==> config.mk <==
export PLATFORM = sky130hd
export DESIGN_NAME = bsc_score_step
export DESIGN_NICKNAME = d
export VERILOG_FILES = /design/src/rtl/core/bsc_pkg.sv /design/src/rtl/core/bsc_score_step.sv
export SDC_FILE = /design/constraint.sdc
export NUM_CORES = 1
export LEC_CHECK = 0
export BUFFER_PORTS_ARGS = -buffer_cell sky130_fd_sc_hd__buf_2
export CORE_MARGIN = 1.5
export CORE_UTILIZATION = 55
export DETAILED_ROUTE_END_ITERATION = 16
export MAX_ROUTING_LAYER = met4
export PLACE_DENSITY = 0.83
export RECOVER_POWER = 25
export SLEW_MARGIN = 5
export SYNTH_ARGS = -nofsm -noshare
export SYNTH_HDL_FRONTEND = slang
export SYNTH_SLANG_ARGS = --single-unit
==> constraint.sdc <==
create_clock -name vclk -period 6.6
set_input_delay 1.32 -clock vclk [all_inputs]
set_output_delay 1.32 -clock vclk [all_outputs]
set_load 0.02 [all_outputs]
==> src/rtl/core/bsc_pkg.sv <==
// Shared types, constants and character decode for the bracket syntax checker.
package bsc_pkg;

	localparam int STATUS_W            = 2;
	localparam int SYN_W               = 15;
	localparam int SCORE_W             = 63;
	localparam int DEFAULT_STACK_DEPTH = 32;

	localparam logic [STATUS_W-1:0] STATUS_BALANCED   = 2'd0;
	localparam logic [STATUS_W-1:0] STATUS_INCOMPLETE = 2'd1;
	localparam logic [STATUS_W-1:0] STATUS_CORRUPTED  = 2'd2;
	localparam logic [STATUS_W-1:0] STATUS_FAULT      = 2'd3;

	localparam logic [7:0] CH_OPEN_PAREN  = 8'h28;
	localparam logic [7:0] CH_OPEN_SQUARE = 8'h5B;
	localparam logic [7:0] CH_OPEN_CURLY  = 8'h7B;
	localparam logic [7:0] CH_OPEN_ANGLE  = 8'h3C;
	localparam logic [7:0] CH_CLOSE_PAREN  = 8'h29;
	localparam logic [7:0] CH_CLOSE_SQUARE = 8'h5D;
	localparam logic [7:0] CH_CLOSE_CURLY  = 8'h7D;
	localparam logic [7:0] CH_CLOSE_ANGLE  = 8'h3E;

	localparam logic [1:0] KIND_PAREN  = 2'd0;
	localparam logic [1:0] KIND_SQUARE = 2'd1;
	localparam logic [1:0] KIND_CURLY  = 2'd2;
	localparam logic [1:0] KIND_ANGLE  = 2'd3;

	typedef struct packed {
		logic       is_open;
		logic       is_close;
		logic [1:0] kind;
	} char_class_t;

	function automatic char_class_t classify(input logic [7:0] code);
		char_class_t c;
		c = '{is_open: 1'b0, is_close: 1'b0, kind: KIND_PAREN};
		case (code)
			CH_OPEN_PAREN:   c = '{is_open: 1'b1, is_close: 1'b0, kind: KIND_PAREN};
			CH_OPEN_SQUARE:  c = '{is_open: 1'b1, is_close: 1'b0, kind: KIND_SQUARE};
			CH_OPEN_CURLY:   c = '{is_open: 1'b1, is_close: 1'b0, kind: KIND_CURLY};
			CH_OPEN_ANGLE:   c = '{is_open: 1'b1, is_close: 1'b0, kind: KIND_ANGLE};
			CH_CLOSE_PAREN:  c = '{is_open: 1'b0, is_close: 1'b1, kind: KIND_PAREN};
			CH_CLOSE_SQUARE: c = '{is_open: 1'b0, is_close: 1'b1, kind: KIND_SQUARE};
			CH_CLOSE_CURLY:  c = '{is_open: 1'b0, is_close: 1'b1, kind: KIND_CURLY};
			CH_CLOSE_ANGLE:  c = '{is_open: 1'b0, is_close: 1'b1, kind: KIND_ANGLE};
			default:         c = '{is_open: 1'b0, is_close: 1'b0, kind: KIND_PAREN};
		endcase
		return c;
	endfunction

	// Points for the first illegal closer of a line.
	function automatic logic [SYN_W-1:0] closer_points(input logic [1:0] kind);
		logic [SYN_W-1:0] p;
		case (kind)
			KIND_PAREN:  p = 15'd3;
			KIND_SQUARE: p = 15'd57;
			KIND_CURLY:  p = 15'd1197;
			KIND_ANGLE:  p = 15'd25137;
			default:     p = '0;
		endcase
		return p;
	endfunction

endpackage

==> src/rtl/core/bsc_score_step.sv <==
// One base-5 step of the completion score, saturating at the field maximum.
module bsc_score_step
	import bsc_pkg::*;
(
	input  logic [SCORE_W-1:0] score,
	input  logic [1:0]         kind,
	output logic [SCORE_W-1:0] score_next
);

	logic [SCORE_W+2:0] times5;
	logic [SCORE_W+2:0] sum;

	// score*5 as shift plus add, then add digit kind+1
	assign times5 = {1'b0, score, 2'b00} + {3'b000, score};
	assign sum    = times5 + {{(SCORE_W+1){1'b0}}, kind} + {{(SCORE_W+2){1'b0}}, 1'b1};

	// any bit at or above the field width means the result passed the maximum
	assign score_next = (|sum[SCORE_W+2:SCORE_W]) ? {SCORE_W{1'b1}} : sum[SCORE_W-1:0];

endmodule

== Yosys cells after proc, flatten, opt, wreduce, memory -nomap -nowiden ==
Index checks and enable logic that the tools add are counted.
Cells by class
  add/subtract/negate cells: 3
  muxes and demuxes: 1
  reductions and logical operators: 1
Operator list (number)
  65-bit by 63-bit adder with 66-bit output: 1
  66-bit by 1-bit adder with 66-bit output, second input constant: 1
  66-bit by 2-bit adder with 66-bit output: 1
  63-bit two-way mux: 1
  3-bit OR reduction: 1
Word-level totals
  register bits: 0
  input port bits: 65
  output and inout port bits: 63

== Longest topological paths before layout ==
Gate-level depths: netlist of the first run.
  word-level depth: 5
  depth in mapped cells: 15
  gate-level depth less buffers: 13

== Least setup slack after synthesis of the first run ==
Ideal clock, no wire load.
  path kind: input-to-output
  from: input score[0]
  to: output score_next[51]
  data arrival time: 4722 ps
  data required time: 5280 ps
  setup slack: 558 ps
  cell stages on the path: 14
  path buffers: 1
  path through: inv_1 ha_1 fa_1 and2b_2 o2111ai_4 a2111oi_4 o311ai_2 a2111oi_4 nor3_2 nor3_4 nor3_2 a2111oi_4 buf_6 nand3_1
Between the ends
  cells in the longest elaborated chain, start to end: 5
RTL lines
  from (decl): RTL line bsc_score_step.sv:5  | input logic [SCORE_W-1:0] score,
  65-bit by 63-bit adder with 66-bit output (*): RTL line bsc_score_step.sv:14  | assign times5 = {1'b0, score, 2'b00} + {3'b000, score};
  66-bit by 2-bit adder with 66-bit output (*): RTL line bsc_score_step.sv:15  | assign sum = times5 + {{(SCORE_W+1){1'b0}}, kind} + {{(SCORE_W+2){1'b0}}, 1'b1};
  66-bit by 1-bit adder with 66-bit output (*): RTL line bsc_score_step.sv:15
  3-bit OR reduction: RTL line bsc_score_step.sv:18  | assign score_next = (|sum[SCORE_W+2:SCORE_W]) ? {SCORE_W{1'b1}} : sum[SCORE_W-1:0];
  63-bit two-way mux (*): RTL line bsc_score_step.sv:18
  to (decl): RTL line bsc_score_step.sv:7  | output logic [SCORE_W-1:0] score_next
Mark *: on every way between the ends. The rest lies on a longest branch, timed or not.

== Worst setup path after layout of the first run ==
  from: input score[13]
  to: output score_next[62]
Same word-level chain as after synthesis.

==> metrics.cfg, run 1 <==
[critical_path]
path_class=in -> out
max_stage_delay_ns=0.65
worstPathRequired_ns=5.28
worstPathCellList=buf_2 > ha_1 > a21oi_1 > nor2_1 > nor3_1 > or4b_2 > and2_1 > a311o_1 > a41oi_1 > o21ai_0 > xnor2_1 > nand3_2 > buf_2
worstPathArrival_ns=5.05
end_kind=primary output
crit_path_frequent_cell=buf_2
crit_slowest_cell=or4b_2
cp_max_fo=6
cp-start-kind=primary input

[timing]
post-route-period-util_pct=96.56
finalSetupViolCount=0
slew_viol_final=0
fmax_ghz=0.1569
worst_pin_slew_ns=0.5666
hold_ws_ns=3.096
rsz0062_at_grt=no
slew_headroom_pct=62.11
hold_viol_final=0
finalCriticalPeriod_ns=6.373
fin_setup_tns_ns=0

[drt]
drt_iter0_drc=313
dr.pass1.iters=5
wl_per_cell_microns=15.45
ant_nets=0
wirelength_mm=13.15
vias=5238
drcViolationCount=0
viasPerCell=6.155

[min_path]
min_path_type=in -> out
hold_path_depth=5

[layout]
final-seq-area_sq_um=0
area_delta_synth_final_pct=13.43
diodes=0
post-route-cell-area_sq_um=5199
clkbuf_count=0
post_route_cells_drive_above_1_share_pct=26.01
final_nets=877
seq_cell_count=0

[synth]
yosysTopAreaCell=ha_1
yosys_warnings=0
syn-cell-area_sq_um=4583
syn-instance-count=653
syn_nets=782
ys_seq_area_share_pct=0
synth.distinct_cells=56
synth_top_cell_area_share_pct=17.20
synth_area_per_cell_sq_um=7.019
synth_area_leaders=ha_1 (17%), nand3_2 (11%), a21oi_1 (8.2%), xor2_1 (5.9%), a21o_1 (5.9%)

[grt]
antenna_found_initial=0
globalRouteMet3Util_pct=1.618
first_global_vias=4760
grt_pass1_wl_mm=21.33
globalRouteTotalUtil_pct=29.01
grtUsageMet1_pct=37.61
grt_max_degree=32
gr-max-usage-layer=met2
grt_overflow_total=0
grt_use_met2_pct=50.36

[floorplanning]
start_util_pct=56.35
dieArea_sq_um=8890
die-width_microns=94.29
ios=128
fp-row-count=33
die_y_microns=94.29
core_sq_um=8134

[power]
leakagePower_nw=2.253
ir_drop_mv=0.05757
pwr_density_cell_nw_per_um2=119.0
total_power_uw=618.6

[placed_design]
place_area_sq_um=5200
port_buffers=128
gp_congestion=0.9492
dp_hpwl_mm=10.96

[cts]
post-cts-setup-buffers=0
cts_hold_buf=0
ctsResizeCount=0

[outcome]
status=finished clean

[job]
drv_cap=0

[power breakdown]
group          switching, mW  internal (mW)
combinational          0.387          0.231
clock                      0              0
sequential                 0              0
[stage by stage]
step                std cells  util (%)  setup WS (ns)
global placement          851     63.93         0.2493
floorplan                 653         -         0.5585
finish                    851     63.91         0.2268
global route              851     63.91        0.05730
detailed placement        851     63.93        0.05441
CTS                       851     63.93        0.04916
[cells in the final DEF (no fill, tap or decap), types with 21 or more instances in the layout]
cell type and instances:
a21o_1 36, nand2_1 65, nand3_1 28, nand4_1 21, xnor2_1 30, nor2_1 32
ha_1 63, buf_2 119, nand3_2 50, o21ai_0 35, xor2_1 31, a21oi_1 75
[cells by family after synthesis]
kind of cell               count (synthesis)  share of synthesized area [%]
AOI/OAI and AO/OA                        225                          33.14
xor gates and xnor gates                  61                          11.66
adders and majority gates                 64                          17.64
buffers and inverters                     61                          6.115
and+or+nand+nor                          242                          31.45
[routing by layer]
| metal | wire length (microns) | part of all wire [%] |
|---|---|---|
| met1 | 5901 | 45 |
| met2 | 6233 | 47 |
| met3 | 843 | 6.4 |
| met4 | 171 | 1.3 |
| met5 | 0 | 0 |
[Yosys cell counts, types with 4 or more instances]
| library cell | n |
|---|---|
| a211oi_1 | 4 |
| a21boi_0 | 5 |
| a21o_1 | 36 |
| a21oi_1 | 75 |
| a31o_2 | 4 |
| a31oi_1 | 9 |
| and3_1 | 4 |
| buf_2 | 5 |
| buf_6 | 6 |
| clkbuf_1 | 31 |
| ha_1 | 63 |
| inv_1 | 19 |
| nand2_1 | 65 |
| nand2b_1 | 5 |
| nand3_1 | 28 |
| nand3_2 | 50 |
| nand4_1 | 21 |
| nor2_1 | 32 |
| nor3_1 | 13 |
| o211ai_1 | 5 |
| o21a_1 | 9 |
| o21ai_0 | 35 |
| o21bai_1 | 13 |
| or2_2 | 4 |
| xnor2_1 | 30 |
| xor2_1 | 31 |
[final cells by class]
type,count,area [sq um]
fillers,749,2935
inverters,19,71.32
multi-input cells,592,4303
well taps,105,131.4
repair buffers,135,693.2
[critical path: cells and delay by family]
kind / cells / cell delay, ns
AOI/OAI and AO/OA: 4 / 1.47
buffers and inverters: 2 / 0.29
adders and majority gates: 1 / 0.39
and+or+nand+nor: 5 / 1.38
xor gates and xnor gates: 1 / 0.20
[path summary, 6_finish.rpt]
kind                              to       from  slack, ns
worst max-delay path  score_next[62]  score[13]       0.23
worst min-delay path   score_next[0]    kind[0]       3.10
(Power assumes the default switching activity.)
==> run 2: changes to the inputs <==
==> constraint.sdc (replaced) <==
create_clock -name vclk -period 6.8
set_input_delay 1.36 -clock vclk [all_inputs]
set_output_delay 1.36 -clock vclk [all_outputs]
set_load 0.02 [all_outputs]
==> metrics.cfg, run 2 (synthesis results as in run 1) <==
[outcome]
status=finished clean

[placed_design]
place_area_sq_um=5200  ; unchanged
port_buffers=128  ; unchanged
gp_congestion=0.9676  ; +1.9%
dp_hpwl_mm=11.25  ; +2.7%
placed_cells_incl_taps=851  ; unchanged

[critical_path]
crit_slowest_cell=a2111oi_4
worstPathArrival_ns=5.20  ; +0.15 ns
worstPathCellList=buf_2 > inv_1 > ha_1 > fa_1 > and2b_2 > o2111ai_4 > a2111oi_4 > o311ai_2 > a2111oi_4 > nor3_2 > nor3_4 > nor3_2 > a2111oi_4 > clkbuf_2 > o211ai_1 > clkbuf_2
cp_max_fo=14  ; +8
end_kind=primary output
worstPathRequired_ns=5.44  ; +0.16 ns
crit_path_start=score[0]
max_stage_delay_ns=0.46  ; -0.19 ns
crit_path_frequent_cell=a2111oi_4
path_class=in -> out
cp-start-kind=primary input

[drt]
ant_nets=0  ; unchanged
drcViolationCount=0  ; unchanged
viasPerCell=6.365  ; +3.4%
vias=5417  ; +3.4%
drt_iter0_drc=310  ; -0.96%
wl_per_cell_microns=15.92  ; +3.0%
dr.pass1.iters=5  ; unchanged
wirelength_mm=13.55  ; +3.0%

[layout]
final_cell_mix=buf_2 (117), a21oi_1 (75), nand2_1 (65)
diodes=0  ; unchanged
seq_cell_count=0  ; unchanged
final_nets=877  ; unchanged
area_delta_synth_final_pct=13.43  ; unchanged
clkbuf_count=0  ; unchanged
post_route_cells_drive_above_1_share_pct=27.08  ; +1.1 points
final_common_cell=buf_2
final-seq-area_sq_um=0  ; unchanged
post-route-cell-area_sq_um=5199  ; unchanged
final_core_util_pct=63.91  ; unchanged
final_cells=851  ; unchanged
fill_cells=741  ; -1.1%

[min_path]
hold_path_depth=5  ; unchanged
worstHoldStart=kind[0]
hold_path_end=score_next[0]
min_path_type=in -> out

[timing]
slew_viol_final=0  ; unchanged
hold_viol_final=0  ; unchanged
finalCriticalPeriod_ns=6.560
fin_setup_tns_ns=0  ; unchanged
worst_pin_slew_ns=0.5388  ; -0.02780 ns
post-route-period-util_pct=96.47
fmax_ghz=0.1524
finalSetupViolCount=0  ; unchanged
rsz0062_at_grt=no
slew_headroom_pct=63.77  ; +1.7 points

[power]
ir_drop_mv=0.05606  ; -2.6%
pwr_density_cell_nw_per_um2=116.5  ; -2.1%
leakagePower_nw=2.271  ; +0.76%

[floorplanning]
ios=128  ; unchanged
start_util_pct=56.35  ; unchanged
die_y_microns=94.29  ; unchanged
die-width_microns=94.29  ; unchanged
core_sq_um=8134  ; unchanged
dieArea_sq_um=8890  ; unchanged
fp-row-count=33  ; unchanged

[cts]
cts_hold_buf=0  ; unchanged
post-cts-setup-buffers=0  ; unchanged

[grt]
globalRouteTotalUtil_pct=30.16  ; +1.1 points
first_global_vias=4841  ; +1.7%
grt_max_degree=30  ; -6.3%
antenna_found_initial=0  ; unchanged
grt_overflow_total=0  ; unchanged
grt_pass1_wl_mm=22.11  ; +3.7%

[job]
drv_cap=0  ; unchanged

-- run 2: final cells by class --
cell class / count / area [sq um] / area share [%]
Inverter: 19 / 71.32 / 1.372
Tap cell: 105 / 131.4 / 2.527
Timing Repair Buffer: 135 / 691.9 / 13.31
Multi-Input combinational cell: 592 / 4304 / 82.79
-- run 2: how the worst max path moves through the flow --
stage | end | slack (ns) | cells past startpoint
2_1_floorplan | score_next[51] | 0.68 | 14
5_1_grt | score_next[60] | 0.02 | 16
3_5_place_dp | score_next[21] | 0.21 | 16
6_report | score_next[56] | 0.24 | 16
4_1_cts | score_next[21] | 0.21 | 16
3_3_place_gp | score_next[29] | 0.38 | 16
-- run 2: layer usage --
metal / track usage [%] / vias to the layer above / share of wire [%]
met5: - / - / 0
met4: 3.980 / 0 / 1.4
met3: 1.699 / 27 / 6.9
met2: 54.08 / 257 / 48
met1: 37.99 / 2504 / 44
li1: - / 2629 / -
-- run 2: report_power, final --
part,leakage [nW],total (mW),switching [mW],internal (mW)
Sequential,0,0,0,0
Combinational,2.27,0.606,0.381,0.225
Clock,0,0,0,0
-- run 2: stage by stage --
step           hold slack (ns)  setup WS [ns]  power, mW
6_report                 3.233         0.2401     0.6056
3_5_place_dp             3.238         0.2144     0.5944
3_3_place_gp             3.214         0.3845     0.5833
5_1_grt                  3.260        0.02368     0.6570
4_1_cts                  3.237         0.2061     0.5987
2_1_floorplan            3.014         0.6785     0.4508
-- run 2: critical path: cells and delay by family --
family | cells | cell delay [ns]
AND/OR/NAND/NOR | 4 | 0.74
buffers and inverters | 4 | 0.69
adder cells (fa/ha/maj) | 2 | 0.61
AO/OA/AOI/OAI | 6 | 1.77
-- run 2: timing repair --
action | CTS | global route
hold endpoints to repair | 0 | 0
resized for setup | 0 | 1
setup endpoints to repair | 0 | 26
